<file path="src/rtl/core/ordered_selection_set_core_defines.svh">
// Assertion macros shared by the ordered selection set RTL.
// Each macro expects i_clk and i_rst_n in the scope where it is used.
`ifndef ORDERED_SELECTION_SET_CORE_DEFINES_SVH
`define ORDERED_SELECTION_SET_CORE_DEFINES_SVH

// Condition that must hold at every clock edge out of reset.
`define OSS_ASSERT_ALWAYS(label, cond, msg) \
    label: assert property (@(posedge i_clk) disable iff (!i_rst_n) (cond)) \
        else $error(msg);

// Implication checked at the same clock edge.
`define OSS_ASSERT_IMPLY(label, ante, cons, msg) \
    label: assert property (@(posedge i_clk) disable iff (!i_rst_n) (ante) |-> (cons)) \
        else $error(msg);

`endif

</file>
<file path="src/rtl/core/oss_pkg.sv">
// Types and fixed field widths of the ordered selection set.
// Used by oss_outreg, oss_ctrl and the top level; depends on nothing.
package oss_pkg;

    localparam int ID_W        = 16;
    localparam int STATUS_W    = 3;
    localparam int SLOT_W      = 5;
    localparam int MEMBERS_W   = 6;
    localparam int IN_TDATA_W  = 16;
    localparam int OUT_TDATA_W = 32;
    localparam int OUT_PAD_W   = OUT_TDATA_W - ID_W - SLOT_W - MEMBERS_W;

    typedef enum logic [1:0] {
        OP_ADD    = 2'd0,
        OP_DELETE = 2'd1,
        OP_TOGGLE = 2'd2,
        OP_CLEAR  = 2'd3
    } t_opcode;

    typedef enum logic [STATUS_W-1:0] {
        STAT_SELECTED    = 3'd0,
        STAT_UNSELECTED  = 3'd1,
        STAT_ALREADY     = 3'd2,
        STAT_NOT_MEMBER  = 3'd3,
        STAT_FULL        = 3'd4,
        STAT_CLEARED     = 3'd5,
        STAT_CLEAR_EMPTY = 3'd6
    } t_status;

    typedef struct packed {
        t_status                status;
        logic [ID_W-1:0]        object_id;
        logic [SLOT_W-1:0]      slot;
        logic [MEMBERS_W-1:0]   members;
        logic                   last;
    } t_result;

    typedef enum logic [3:0] {
        ST_IDLE,
        ST_SCAN,
        ST_ADD,
        ST_ADD_TRD,
        ST_ADD_TWR,
        ST_DEL,
        ST_DEL_PRD,
        ST_DEL_PWR,
        ST_DEL_NRD,
        ST_DEL_NWR,
        ST_EMIT,
        ST_CLR_RD,
        ST_CLR_OUT
    } t_state;

    function automatic t_result make_result(
        t_status                status,
        logic [ID_W-1:0]        object_id,
        logic [SLOT_W-1:0]      slot,
        logic [MEMBERS_W-1:0]   members,
        logic                   last
    );
        t_result res;
        res.status    = status;
        res.object_id = object_id;
        res.slot      = slot;
        res.members   = members;
        res.last      = last;
        return res;
    endfunction

endpackage

</file>
<file path="src/rtl/core/oss_mem.sv">
// Slot table memory: one write port, one read port with registered data.
// Depends on nothing; contents are undefined until written.
module oss_mem #(
    parameter int DEPTH = 32,
    parameter int WIDTH = 28
) (
    input  logic                     i_clk,
    input  logic                     i_rd_en,
    input  logic [$clog2(DEPTH)-1:0] i_rd_addr,
    output logic [WIDTH-1:0]         o_rd_data,
    input  logic                     i_wr_en,
    input  logic [$clog2(DEPTH)-1:0] i_wr_addr,
    input  logic [WIDTH-1:0]         i_wr_data
);

    logic [WIDTH-1:0] r_mem [DEPTH];
    logic [WIDTH-1:0] r_rd_data;

    always_ff @(posedge i_clk) begin
        if (i_wr_en) begin
            r_mem[i_wr_addr] <= i_wr_data;
        end
    end

    // Read data holds between reads.
    always_ff @(posedge i_clk) begin
        if (i_rd_en) begin
            r_rd_data <= r_mem[i_rd_addr];
        end
    end

    assign o_rd_data = r_rd_data;

endmodule

</file>
<file path="src/rtl/core/oss_outreg.sv">
// Output word register between the sequencer and the result stream.
// Depends on oss_pkg for the result type.
module oss_outreg
    import oss_pkg::*;
(
    input  logic    i_clk,
    input  logic    i_rst_n,
    input  logic    i_push,
    input  t_result i_res,
    output logic    o_space,
    output logic    o_valid,
    output t_result o_res,
    input  logic    i_ready
);

    logic    r_valid;
    t_result r_res;

    assign o_space = !r_valid || i_ready;

    always_ff @(posedge i_clk) begin
        if (!i_rst_n) begin
            r_valid <= 1'b0;
        end else if (i_push) begin
            r_valid <= 1'b1;
        end else if (i_ready) begin
            r_valid <= 1'b0;
        end
    end

    always_ff @(posedge i_clk) begin
        if (i_push) begin
            r_res <= i_res;
        end
    end

    assign o_valid = r_valid;
    assign o_res   = r_res;

endmodule

</file>
<file path="src/rtl/core/oss_ctrl.sv">
// Sequencer of the ordered selection set: scans the slot table, edits the links,
// walks the chain on clear. Depends on oss_pkg and the assertion macro header.
`include "ordered_selection_set_core_defines.svh"

module oss_ctrl
    import oss_pkg::*;
#(
    parameter int POOL_SLOTS = 32,
    parameter int ID_BITS    = 16,
    parameter int SW         = $clog2(POOL_SLOTS),
    parameter int MW         = 28
) (
    input  logic            i_clk,
    input  logic            i_rst_n,
    input  logic            i_in_valid,
    output logic            o_in_ready,
    input  t_opcode         i_in_opcode,
    input  logic [ID_W-1:0] i_in_id,
    output logic            o_push,
    output t_result         o_res,
    input  logic            i_space,
    output logic            o_rd_en,
    output logic [SW-1:0]   o_rd_addr,
    input  logic [MW-1:0]   i_rd_data,
    output logic            o_wr_en,
    output logic [SW-1:0]   o_wr_addr,
    output logic [MW-1:0]   o_wr_data
);

    localparam int KEY_W = (ID_BITS < ID_W) ? ID_BITS : ID_W;
    localparam int LW    = $clog2(POOL_SLOTS + 1);
    localparam logic [LW-1:0] NULL_LINK = LW'(POOL_SLOTS);

    // Table word: key in the top bits, then next link, then previous link.
    logic [KEY_W-1:0] rd_key;
    logic [LW-1:0]    rd_next;
    logic [LW-1:0]    rd_prev;

    assign rd_key  = i_rd_data[MW-1 -: KEY_W];
    assign rd_next = i_rd_data[2*LW-1:LW];
    assign rd_prev = i_rd_data[LW-1:0];

    t_state                r_state, n_state;
    logic [POOL_SLOTS-1:0] r_valid, n_valid;
    logic [LW-1:0]         r_head, n_head;
    logic [LW-1:0]         r_tail, n_tail;
    logic [LW-1:0]         r_count, n_count;
    logic                  r_cmp_vld, n_cmp_vld;

    t_opcode               r_op, n_op;
    logic [KEY_W-1:0]      r_id, n_id;
    logic [LW-1:0]         r_idx, n_idx;
    logic [SW-1:0]         r_cmp_idx, n_cmp_idx;
    logic                  r_free_found, n_free_found;
    logic [SW-1:0]         r_free, n_free;
    logic [SW-1:0]         r_slot, n_slot;
    logic [LW-1:0]         r_prev, n_prev;
    logic [LW-1:0]         r_next, n_next;
    logic [LW-1:0]         r_cur, n_cur;
    logic [LW-1:0]         r_left, n_left;
    t_result               r_res, n_res;

    logic                  hit;
    logic                  clr_last;
    logic [LW-1:0]         left_dec;
    logic [LW-1:0]         count_dec;

    assign hit       = r_cmp_vld && r_valid[r_cmp_idx] && (rd_key == r_id);
    assign left_dec  = r_left - LW'(1);
    assign clr_last  = (left_dec == '0) || (rd_next >= NULL_LINK);
    assign count_dec = (r_count != '0) ? (r_count - LW'(1)) : r_count;

    assign o_in_ready = (r_state == ST_IDLE);

    always_comb begin
        n_state      = r_state;
        n_valid      = r_valid;
        n_head       = r_head;
        n_tail       = r_tail;
        n_count      = r_count;
        n_cmp_vld    = r_cmp_vld;
        n_op         = r_op;
        n_id         = r_id;
        n_idx        = r_idx;
        n_cmp_idx    = r_cmp_idx;
        n_free_found = r_free_found;
        n_free       = r_free;
        n_slot       = r_slot;
        n_prev       = r_prev;
        n_next       = r_next;
        n_cur        = r_cur;
        n_left       = r_left;
        n_res        = r_res;
        o_push       = 1'b0;
        o_res        = r_res;
        o_rd_en      = 1'b0;
        o_rd_addr    = '0;
        o_wr_en      = 1'b0;
        o_wr_addr    = '0;
        o_wr_data    = '0;

        unique case (r_state)
            ST_IDLE: begin
                if (i_in_valid) begin
                    n_op = i_in_opcode;
                    n_id = i_in_id[KEY_W-1:0];
                    if (i_in_opcode == OP_CLEAR) begin
                        if ((r_count == '0) || (r_head >= NULL_LINK)) begin
                            n_res   = make_result(STAT_CLEAR_EMPTY, '0, '0, '0, 1'b1);
                            n_valid = '0;
                            n_head  = NULL_LINK;
                            n_tail  = NULL_LINK;
                            n_count = '0;
                            n_state = ST_EMIT;
                        end else begin
                            n_cur   = r_head;
                            n_left  = r_count;
                            n_state = ST_CLR_RD;
                        end
                    end else begin
                        n_idx        = '0;
                        n_cmp_vld    = 1'b0;
                        n_free_found = 1'b0;
                        n_state      = ST_SCAN;
                    end
                end
            end

            // One slot read is issued per cycle; its key is compared in the following cycle.
            ST_SCAN: begin
                if (hit) begin
                    n_slot    = r_cmp_idx;
                    n_next    = rd_next;
                    n_prev    = rd_prev;
                    n_cmp_vld = 1'b0;
                    if (r_op == OP_ADD) begin
                        n_res   = make_result(STAT_ALREADY, ID_W'(r_id), '0,
                                              MEMBERS_W'(r_count), 1'b1);
                        n_state = ST_EMIT;
                    end else begin
                        n_state = ST_DEL;
                    end
                end else begin
                    if (r_cmp_vld && !r_valid[r_cmp_idx] && !r_free_found) begin
                        n_free_found = 1'b1;
                        n_free       = r_cmp_idx;
                    end
                    if (r_idx < NULL_LINK) begin
                        o_rd_en   = 1'b1;
                        o_rd_addr = r_idx[SW-1:0];
                        n_cmp_idx = r_idx[SW-1:0];
                        n_cmp_vld = 1'b1;
                        n_idx     = r_idx + LW'(1);
                    end else if (r_cmp_vld) begin
                        n_cmp_vld = 1'b0;
                    end else if (r_op == OP_DELETE) begin
                        n_res   = make_result(STAT_NOT_MEMBER, ID_W'(r_id), '0,
                                              MEMBERS_W'(r_count), 1'b1);
                        n_state = ST_EMIT;
                    end else if (r_free_found) begin
                        n_slot  = r_free;
                        n_state = ST_ADD;
                    end else begin
                        n_res   = make_result(STAT_FULL, ID_W'(r_id), '0,
                                              MEMBERS_W'(r_count), 1'b1);
                        n_state = ST_EMIT;
                    end
                end
            end

            ST_ADD: begin
                o_wr_en          = 1'b1;
                o_wr_addr        = r_slot;
                o_wr_data        = {r_id, NULL_LINK, r_tail};
                n_valid[r_slot]  = 1'b1;
                n_count          = r_count + LW'(1);
                n_tail           = LW'(r_slot);
                n_prev           = r_tail;
                n_res            = make_result(STAT_SELECTED, ID_W'(r_id), SLOT_W'(r_slot),
                                               MEMBERS_W'(r_count + LW'(1)), 1'b1);
                if (r_tail < NULL_LINK) begin
                    n_state = ST_ADD_TRD;
                end else begin
                    n_head  = LW'(r_slot);
                    n_state = ST_EMIT;
                end
            end

            ST_ADD_TRD: begin
                o_rd_en   = 1'b1;
                o_rd_addr = r_prev[SW-1:0];
                n_state   = ST_ADD_TWR;
            end

            // The old tail keeps its key and back link and now points at the new slot.
            ST_ADD_TWR: begin
                o_wr_en   = 1'b1;
                o_wr_addr = r_prev[SW-1:0];
                o_wr_data = {rd_key, LW'(r_slot), rd_prev};
                n_state   = ST_EMIT;
            end

            ST_DEL: begin
                n_valid[r_slot] = 1'b0;
                n_count         = count_dec;
                if (r_head == LW'(r_slot)) begin
                    n_head = r_next;
                end
                if (r_tail == LW'(r_slot)) begin
                    n_tail = r_prev;
                end
                n_res = make_result(STAT_UNSELECTED, ID_W'(r_id), SLOT_W'(r_slot),
                                    MEMBERS_W'(count_dec), 1'b1);
                if (r_prev < NULL_LINK) begin
                    n_state = ST_DEL_PRD;
                end else if (r_next < NULL_LINK) begin
                    n_state = ST_DEL_NRD;
                end else begin
                    n_state = ST_EMIT;
                end
            end

            ST_DEL_PRD: begin
                o_rd_en   = 1'b1;
                o_rd_addr = r_prev[SW-1:0];
                n_state   = ST_DEL_PWR;
            end

            ST_DEL_PWR: begin
                o_wr_en   = 1'b1;
                o_wr_addr = r_prev[SW-1:0];
                o_wr_data = {rd_key, r_next, rd_prev};
                n_state   = (r_next < NULL_LINK) ? ST_DEL_NRD : ST_EMIT;
            end

            ST_DEL_NRD: begin
                o_rd_en   = 1'b1;
                o_rd_addr = r_next[SW-1:0];
                n_state   = ST_DEL_NWR;
            end

            ST_DEL_NWR: begin
                o_wr_en   = 1'b1;
                o_wr_addr = r_next[SW-1:0];
                o_wr_data = {rd_key, rd_next, r_prev};
                n_state   = ST_EMIT;
            end

            ST_EMIT: begin
                if (i_space) begin
                    o_push  = 1'b1;
                    n_state = ST_IDLE;
                end
            end

            ST_CLR_RD: begin
                o_rd_en   = 1'b1;
                o_rd_addr = r_cur[SW-1:0];
                n_state   = ST_CLR_OUT;
            end

            // The read data holds until the word is taken, so the walk can stall here.
            ST_CLR_OUT: begin
                o_res = make_result(STAT_CLEARED, ID_W'(rd_key), SLOT_W'(r_cur),
                                    MEMBERS_W'(left_dec), clr_last);
                if (i_space) begin
                    o_push = 1'b1;
                    n_left = left_dec;
                    if (clr_last) begin
                        n_valid = '0;
                        n_head  = NULL_LINK;
                        n_tail  = NULL_LINK;
                        n_count = '0;
                        n_state = ST_IDLE;
                    end else begin
                        n_cur   = rd_next;
                        n_state = ST_CLR_RD;
                    end
                end
            end

            default: begin
                n_state = ST_IDLE;
            end
        endcase
    end

    always_ff @(posedge i_clk) begin
        if (!i_rst_n) begin
            r_state   <= ST_IDLE;
            r_valid   <= '0;
            r_head    <= NULL_LINK;
            r_tail    <= NULL_LINK;
            r_count   <= '0;
            r_cmp_vld <= 1'b0;
        end else begin
            r_state   <= n_state;
            r_valid   <= n_valid;
            r_head    <= n_head;
            r_tail    <= n_tail;
            r_count   <= n_count;
            r_cmp_vld <= n_cmp_vld;
        end
    end

    always_ff @(posedge i_clk) begin
        r_op         <= n_op;
        r_id         <= n_id;
        r_idx        <= n_idx;
        r_cmp_idx    <= n_cmp_idx;
        r_free_found <= n_free_found;
        r_free       <= n_free;
        r_slot       <= n_slot;
        r_prev       <= n_prev;
        r_next       <= n_next;
        r_cur        <= n_cur;
        r_left       <= n_left;
        r_res        <= n_res;
    end

    `OSS_ASSERT_ALWAYS(a_count_matches_valid, $countones(r_valid) == int'(r_count), "member count differs from occupied slots")
    `OSS_ASSERT_ALWAYS(a_head_null_iff_empty, (r_count == '0) == (r_head == NULL_LINK), "head link disagrees with member count")
    `OSS_ASSERT_ALWAYS(a_tail_null_iff_head_null, (r_head == NULL_LINK) == (r_tail == NULL_LINK), "head and tail links disagree")
    `OSS_ASSERT_IMPLY(a_push_needs_space, o_push, i_space, "result pushed into a full output register")

endmodule

</file>
<file path="src/rtl/core/ordered_selection_set_core.sv">
// Top level of the ordered selection set: stream ports, slot table, sequencer
// and output register. Depends on oss_pkg, oss_mem, oss_ctrl and oss_outreg.
//
// Keeps a set of up to POOL_SLOTS object ids in a slot table, chained in the
// order they were added. Each input word carries an opcode in tuser (add, delete,
// toggle, clear) and an id in tdata; ids are compared in their low ID_BITS bits.
// Add, delete and toggle each give one result word after a linear search of the
// table, which is read one slot per cycle through the single read port; the
// search ends early when the id is found. An add then writes the new slot and
// reads and rewrites the old tail link, and a delete reads and rewrites the links
// of its neighbors, the previous one first. The result is then handed to the
// output register before the next word is taken. Clear gives one word per
// member from oldest to newest, with tlast on the final one; a clear of an
// empty set gives a single word. The output register lets the next item be
// accepted while a result still waits. Occupancy bits are flip-flops cleared
// by reset, so no clearing pass follows reset.
module ordered_selection_set_core
    import oss_pkg::*;
#(
    parameter int POOL_SLOTS = 32,
    parameter int ID_BITS    = 16
) (
    input  logic                   i_clk,
    input  logic                   i_rst_n,
    input  logic                   i_s_axis_tvalid,
    output logic                   o_s_axis_tready,
    input  logic [IN_TDATA_W-1:0]  i_s_axis_tdata,   // [15:0] object_id
    input  logic [1:0]             i_s_axis_tuser,   // [1:0] opcode
    output logic                   o_m_axis_tvalid,
    input  logic                   i_m_axis_tready,
    output logic [OUT_TDATA_W-1:0] o_m_axis_tdata,   // [15:0] object_id_out,
                                                     // [20:16] slot,
                                                     // [26:21] member_count, zeros above
    output logic [STATUS_W-1:0]    o_m_axis_tuser,   // [2:0] status
    output logic                   o_m_axis_tlast
);

    localparam int KEY_W = (ID_BITS < ID_W) ? ID_BITS : ID_W;
    localparam int LW    = $clog2(POOL_SLOTS + 1);
    localparam int SW    = $clog2(POOL_SLOTS);
    localparam int MW    = KEY_W + 2 * LW;

    logic          rd_en;
    logic [SW-1:0] rd_addr;
    logic [MW-1:0] rd_data;
    logic          wr_en;
    logic [SW-1:0] wr_addr;
    logic [MW-1:0] wr_data;
    logic          push;
    logic          space;
    t_result       ctrl_res;
    t_result       out_res;

    oss_mem #(
        .DEPTH (POOL_SLOTS),
        .WIDTH (MW)
    ) u_mem (
        .i_clk     (i_clk),
        .i_rd_en   (rd_en),
        .i_rd_addr (rd_addr),
        .o_rd_data (rd_data),
        .i_wr_en   (wr_en),
        .i_wr_addr (wr_addr),
        .i_wr_data (wr_data)
    );

    oss_ctrl #(
        .POOL_SLOTS (POOL_SLOTS),
        .ID_BITS    (ID_BITS),
        .SW         (SW),
        .MW         (MW)
    ) u_ctrl (
        .i_clk       (i_clk),
        .i_rst_n     (i_rst_n),
        .i_in_valid  (i_s_axis_tvalid),
        .o_in_ready  (o_s_axis_tready),
        .i_in_opcode (t_opcode'(i_s_axis_tuser)),
        .i_in_id     (i_s_axis_tdata[ID_W-1:0]),
        .o_push      (push),
        .o_res       (ctrl_res),
        .i_space     (space),
        .o_rd_en     (rd_en),
        .o_rd_addr   (rd_addr),
        .i_rd_data   (rd_data),
        .o_wr_en     (wr_en),
        .o_wr_addr   (wr_addr),
        .o_wr_data   (wr_data)
    );

    oss_outreg u_outreg (
        .i_clk   (i_clk),
        .i_rst_n (i_rst_n),
        .i_push  (push),
        .i_res   (ctrl_res),
        .o_space (space),
        .o_valid (o_m_axis_tvalid),
        .o_res   (out_res),
        .i_ready (i_m_axis_tready)
    );

    assign o_m_axis_tdata = {{OUT_PAD_W{1'b0}}, out_res.members, out_res.slot,
                             out_res.object_id};
    assign o_m_axis_tuser = out_res.status;
    assign o_m_axis_tlast = out_res.last;

endmodule
</file>
<file path="config.mk">
export PLATFORM = sky130hd
export DESIGN_NAME = ordered_selection_set_core
export DESIGN_NICKNAME = d
export VERILOG_FILES = /design/src/rtl/core/oss_pkg.sv /design/src/rtl/core/oss_mem.sv /design/src/rtl/core/oss_outreg.sv /design/src/rtl/core/oss_ctrl.sv /design/src/rtl/core/ordered_selection_set_core.sv
export VERILOG_INCLUDE_DIRS = /design/src /design/src/rtl/core
export SDC_FILE = /design/constraint.sdc
export NUM_CORES = 1
export LEC_CHECK = 0
export BUFFER_PORTS_ARGS = -buffer_cell sky130_fd_sc_hd__buf_2
export CAP_MARGIN = 20
export CORE_MARGIN = 3
export CORE_UTILIZATION = 25
export DETAILED_ROUTE_END_ITERATION = 6
export HOLD_SLACK_MARGIN = 0.06
export PLACE_DENSITY = 0.4
export SKIP_CTS_REPAIR_TIMING = 1
export SLEW_MARGIN = 20
export SYNTH_ARGS = -nofsm -noshare
export SYNTH_HDL_FRONTEND = slang
export SYNTH_SLANG_ARGS = --single-unit
export TNS_END_PERCENT = 10
</file>
<file path="constraint.sdc">
create_clock -name i_clk -period 8.67 [get_ports i_clk]
set_input_delay 1.3005 -clock i_clk [delete_from_list [all_inputs] [get_ports i_clk]]
set_output_delay 1.3005 -clock i_clk [all_outputs]
set_load 0.05 [all_outputs]
</file>
==> results of run 1 <==
registers in the layout, summed over array words and instances, names as in the netlist:
name                 cells
u_ctrl.r_idx             6
u_mem.o_rd_data         28
u_ctrl.r_valid          32
u_ctrl.r_state           4
u_ctrl.r_res            30
u_ctrl.r_free            5
u_ctrl.r_free_found      1
u_ctrl.r_id             16
u_ctrl.r_head            6
u_ctrl.r_slot            5
u_ctrl.r_cur             5
u_outreg.o_valid         1
u_outreg.o_res          31
u_ctrl.r_next            6
u_mem.r_mem            896
u_ctrl.r_cmp_vld         1
u_ctrl.r_left            6
u_ctrl.r_tail            6
u_ctrl.r_count           6
u_ctrl.r_cmp_idx         5
u_ctrl.r_prev            6
u_ctrl.r_op              2
cells by family after synthesis:
group	synth area share, %
compound gates	12.8
flops	71.1
mux	1.81
simple gates	10.6
fa+ha+maj	0.164
xor+xnor	0.707
other cells	0.00818
buf+inv	2.83
routing by layer:
metal	vias up	global-route usage (%)	share of wire, %
li1	13189	-	-
met1	15243	23.5	48
met2	720	25.7	46
met3	171	2.33	4.6
met4	0	3.35	1.7
met5	-	0	0
layout make-up:
type / instances / share of cell area [%]
repair buffers: 157 / 2.09
flip-flops and latches: 1104 / 61.6
multi-input cells: 1999 / 23.3
clock inverters: 77 / 1.17
inverters: 16 / 0.113
diodes: 1 / 0.00473
clock buffers: 151 / 6.11
well taps: 2370 / 5.60
Yosys cell counts, types with 4 or more instances:
| cell type | instances | share of area [%] |
|---|---|---|
| edfxtp_1 | 1048 | 69 |
| nand2_1 | 539 | 4.4 |
| a211oi_1 | 247 | 4.0 |
| and3_1 | 198 | 2.7 |
| clkbuf_1 | 158 | 1.3 |
| nor2_1 | 121 | 0.99 |
| a21oi_1 | 120 | 1.3 |
| a311oi_1 | 109 | 2.1 |
| mux2i_1 | 75 | 1.6 |
| a31oi_1 | 74 | 1.0 |
| o21ai_0 | 62 | 0.68 |
| buf_2 | 61 | 0.67 |
| nor3_1 | 61 | 0.67 |
| dfxtp_1 | 56 | 2.4 |
| a22oi_1 | 42 | 0.69 |
| nand3_1 | 39 | 0.43 |
| nor2b_1 | 35 | 0.48 |
| o22ai_1 | 31 | 0.42 |
| o211ai_1 | 29 | 0.48 |
| buf_4 | 23 | 0.38 |
| a221oi_1 | 19 | 0.36 |
| xor2_1 | 19 | 0.36 |
| a22o_1 | 18 | 0.34 |
| xnor2_1 | 18 | 0.34 |
| inv_1 | 16 | 0.13 |
| buf_1 | 13 | 0.11 |
| nand2b_1 | 12 | 0.16 |
| o21a_1 | 12 | 0.20 |
| a222oi_1 | 10 | 0.22 |
| buf_6 | 9 | 0.22 |
| a32oi_1 | 8 | 0.15 |
| or2_2 | 8 | 0.11 |
| o21bai_1 | 7 | 0.11 |
| ha_1 | 6 | 0.16 |
| nor4_1 | 6 | 0.082 |
| mux2_2 | 5 | 0.12 |
| a21o_1 | 4 | 0.066 |
| and2_1 | 4 | 0.055 |
| nand3b_1 | 4 | 0.066 |
| nand4_1 | 4 | 0.055 |
| or3_1 | 4 | 0.055 |
final timing paths:
kind | start | to | slack, ps | cells after the start
setup / recovery | u_ctrl.r_state[0] | u_mem.o_rd_data[12] | 2910 | 11
hold / removal | u_ctrl.r_valid[26] | u_ctrl.r_valid[26] | 470 | 2
setup reg to reg | u_ctrl.r_state[0] | u_mem.o_rd_data[12] | 2910 | 11
hold reg to reg | u_ctrl.r_valid[26] | u_ctrl.r_valid[26] | 470 | 2
worst min-delay path, delay by kind of cell, from the launching register on:
family           cells  cell delay (ps)
flip-flops           1              330
AND/OR/NAND/NOR      1               70
AO/OA/AOI/OAI        1               40
power by group through the flow:
stage	clock network (mW)	logic, mW	registers (mW)
after floorplan	0	3.88	7.12
after global placement	0	6.13	7.27
after detailed placement	0	6.13	7.26
after CTS	5.18	6.15	7.16
after global routing	5.39	6.63	7.20
final	5.04	6.10	7.16
==> results.yml, run 1 <==
status:
  status: "finished, violations left"
  violations: "design-rule violations"
floorplan:
  core_area_um2: 182000
  dieArea_um2: 188000
  die_w_um: 434
  start_util_pct: 25.2
  io_pins: 60
  fp-row-count: 156
  fp.dieH_um: 434
drt:
  via_per_inst: 4.99
  vias: 29323
  wl_per_cell_um: 26.4
  ant_nets: 0
  wl_mm: 155
  post-route-drc-count: 11
  firstDrtPassIters: 7
  drtIter0Drc: 2679
clocking:
  cts_tree: "built"
  clk_pin_slew_ps: 60
  clock_sinks: 1104
  cts.htree.levels: 3
  numCtsBuffers: 121
  cts_root_buf: "clkbuf_16"
  clock_path_buffers: 3
  clkLatencyLatePin_ps: 760
yosys:
  yosysWarnings: 0
  syn_inst: 3382
  synth_edf_count: 1048
  syn_area_per_cell_um2: 13.6
  ys_seq_elements: 1104
  syn-cell-area_um2: 45800
  yosysSeqAreaShare_pct: 71.1
  async_flop_share_pct: 0
  yosysUniqueCellTypes: 75
  synth-main-ff-cell: "edfxtp_1"
finish:
  fill_cells: 18307
  design_area_um2: 52900
  multiInputGateArea_um2: 12300
  syn_to_final_growth_pct: 15.5
  fin_util_pct: 29.2
  layout_commonest_cell: "edfxtp_1"
  layoutNonFillerInstCount: 5875
  mostFrequentLayoutCells: "1048 x edfxtp_1, 532 x nand2_1, 247 x a211oi_1"
  nNetsFinal: 3427
  drive_gt1_share_pct: 12.1
  regArea_um2: 32600
setup_path:
  worst_path_dominant_cell_family: "simple AND/OR/NAND/NOR gates"
  crit_path_frequent_cell: "a211oi_1"
  worstSetupPathType: "register to register"
  crit_fanout: 101
  worstPathRequired_ps: 9080
  cp-end-kind: "register"
  crit_arrival_ps: 6170
  cp_cell_sequence: "nor2b_1, nand2_2, inv_1, and3_1, nand3_4, nand2_8, buf_4, a211oi_1, a211oi_1, nor3_1, a22oi_1"
  slowest_stage: "dfxtp_1"
  crit_buf_inv: 2
  cpPeakStageDelay_ps: 790
  start_kind: "register"
placed_design:
  place_area_um2: 49000
  gp_congestion: 0.760
  placedCellCount: 5644
  pre_cts_ws_ps: 2920
  place_hpwl_mm: 83.6
  portBuffers: 54
global_routing:
  grt_pass1_wl_mm: 221
  grt-ovfl-total: 0
  antenna_found_initial: 4
  first_global_vias: 28811
  grt_max_degree: 160
  grtUsageTotal_pct: 16.2
timing:
  tightestPinTransition_ps: 1100
  max_freq_ghz: 0.173
  hold_ws_ps: 472
  period_needed_ps: 5760
  finalSetupViolCount: 0
  post-route-period-util_pct: 66.5
  skew_ps: 74.0
  relSlewSlack_pct: 26.7
  rsz0062_at_grt: "false"
  drv_slew: 0
  fin_tns_setup_ps: 0
  setup_ws_ps: 2910
  final_hold_viol_count: 0
hold_path:
  hp-class: "register to register"
power_and_ir_drop:
  leakagePower_nw: 17.6
  switching_share_pct: 37.7
  p_clk_share_pct: 27.6
  power.total_mw: 18.3
  p_int_mw: 11.4
  powerDensity_nw_per_um2: 346
  peakVddDrop_mv: 0.183
  p_comb_share_pct: 33.3
  pwr-share-seq_pct: 39.1
  p_sw_mw: 6.89
flow_run:
  drv_cap: 0
Note: power is estimated with default switching activity, not from simulation.
==> run 2: changes to the inputs <==
==> constraint.sdc (replaced) <==
create_clock -name i_clk -period 5.9 [get_ports i_clk]
set_input_delay 0.885 -clock i_clk [delete_from_list [all_inputs] [get_ports i_clk]]
set_output_delay 0.885 -clock i_clk [all_outputs]
set_load 0.05 [all_outputs]
==> results.yml, run 2 (synthesis gave the netlist of run 1 again) <==
finish:
  regArea_um2: 32600
  fin_util_pct: 29.7
  top_register: "u_mem.r_mem"
  multiInputGateArea_um2: 12300
  mostFrequentLayoutCells: "1048 x edfxtp_1, 536 x nand2_1, 247 x a211oi_1"
  drive_gt1_share_pct: 12.9
  layout_commonest_cell: "edfxtp_1"
  layoutNonFillerInstCount: 5929
  syn_to_final_growth_pct: 17.5
  design_area_um2: 53800
  nNetsFinal: 3482
  fill_cells: 18261
  largest_reg_flops: 896
clocking:
  cts_tree: "built"
  cts_root_buf: "clkbuf_16"
  cts.htree.levels: 4
  numCtsBuffers: 130
  clock_sinks: 1104
  clk_pin_slew_ps: 60
  clkLatencyLatePin_ps: 770
  clock_path_buffers: 3
hold_path:
  whs_path_depth: 1
  hp-class: "input pin to register"
  min_from: "i_s_axis_tdata[6]"
floorplan:
  die_w_um: 434
  start_util_pct: 25.2
  fp.dieH_um: 434
  fp-row-count: 156
  dieArea_um2: 188000
  core_area_um2: 182000
  io_pins: 60
drt:
  ant_nets: 0
  drtIter0Drc: 2609
  firstDrtPassIters: 7
  vias: 29529
  wl_mm: 154
  via_per_inst: 4.98
  post-route-drc-count: 1
  wl_per_cell_um: 26.0
placed_design:
  portBuffers: 54
  pre_cts_ws_ps: 1190
  place_area_um2: 49700
  gp_congestion: 0.767
  place_hpwl_mm: 88.9
  placedCellCount: 5689
power_and_ir_drop:
  power.total_mw: 27.5
  leakagePower_nw: 18.0
  peakVddDrop_mv: 0.234
  powerDensity_nw_per_um2: 512
global_routing:
  antenna_found_initial: 5
  grt_max_degree: 124
  grtUsageTotal_pct: 16.1
  grt_pass1_wl_mm: 219
  first_global_vias: 28537
  grt-ovfl-total: 0
setup_path:
  worstPathRequired_ps: 6420
  rr_worst_depth: 12
  worstSetupPathType: "register to register"
  slowest_stage: "edfxtp_1"
  crit_arrival_ps: 5250
  cp-endpoint: "u_mem.o_rd_data[2]"
  r2r_end: "u_mem.o_rd_data[2]"
  cp_cell_sequence: "mux2i_1, a22oi_1, and3_1, a31oi_2, a21boi_2, o21ai_4, buf_12, buf_4, a21oi_1, a221oi_1, o21ai_0, a32oi_1"
  crit_fanout: 82
  cp-end-kind: "register"
  start_kind: "register"
  reg2reg_slack_ps: 1170
  reg2reg_from: "u_ctrl.r_cmp_idx[1]"
  cpPeakStageDelay_ps: 950
  setup.worst_path.start: "u_ctrl.r_cmp_idx[1]"
timing:
  skew_ps: 26.4
  finalSetupViolCount: 0
  hold_ws_ps: 301
  max_freq_ghz: 0.211
  final_hold_viol_count: 0
  fin_tns_setup_ps: 0
  rsz0062_at_grt: "false"
  tightestPinTransition_ps: 1150
  drv_slew: 0
  setup_ws_ps: 1170
  relSlewSlack_pct: 23.3
  period_needed_ps: 4730
  post-route-period-util_pct: 80.2
status:
  status: "finished, violations left"
  violations: "design-rule violations"
flow_run:
  drv_cap: 0
-- run 2: cell type report --
| type | count | area share [%] |
|---|---|---|
| Clock buffer | 173 | 6.63 |
| Multi-Input combinational cell | 1999 | 22.9 |
| Sequential cell | 1104 | 60.5 |
| Tap cell | 2370 | 5.51 |
| Inverter | 16 | 0.112 |
| Timing Repair Buffer | 203 | 3.40 |
| Clock inverter | 63 | 0.893 |
| Antenna cell | 1 | 0.00465 |
-- run 2: layer usage --
metal	vias up	wire length [um]	share of wire [%]	global-route usage (%)
met5	-	0	0	0
met1	15140	73100	47	23.2
li1	13317	-	-	-
met3	202	8580	5.6	2.94
met2	870	69000	45	24.6
met4	0	3840	2.5	4.72
-- run 2: worst min path at each step --
stage                               endpoint  slack, ps
after floorplan             u_ctrl.r_free[1]        430
after global placement    u_ctrl.r_valid[26]        450
after detailed placement   u_ctrl.r_valid[2]        460
after CTS                     u_ctrl.r_id[0]        220
after global routing          u_ctrl.r_id[6]        260
final                         u_ctrl.r_id[6]        300
-- run 2: report_power, final --
group / internal [mW] / leakage, nW / switching (mW)
clock network: 4.48 / 1.98 / 3.27
registers: 10.0 / 10.3 / 0.604
logic: 2.86 / 5.78 / 6.33
-- run 2: worst max-delay path, delay by kind of cell, from the launching register on --
kind | cells | cell delay [ps]
AND/OR/NAND/NOR | 1 | 200
multiplexers | 1 | 300
AO/OA/AOI/OAI | 8 | 2100
flip-flops | 1 | 950
buffers and inverters | 2 | 790
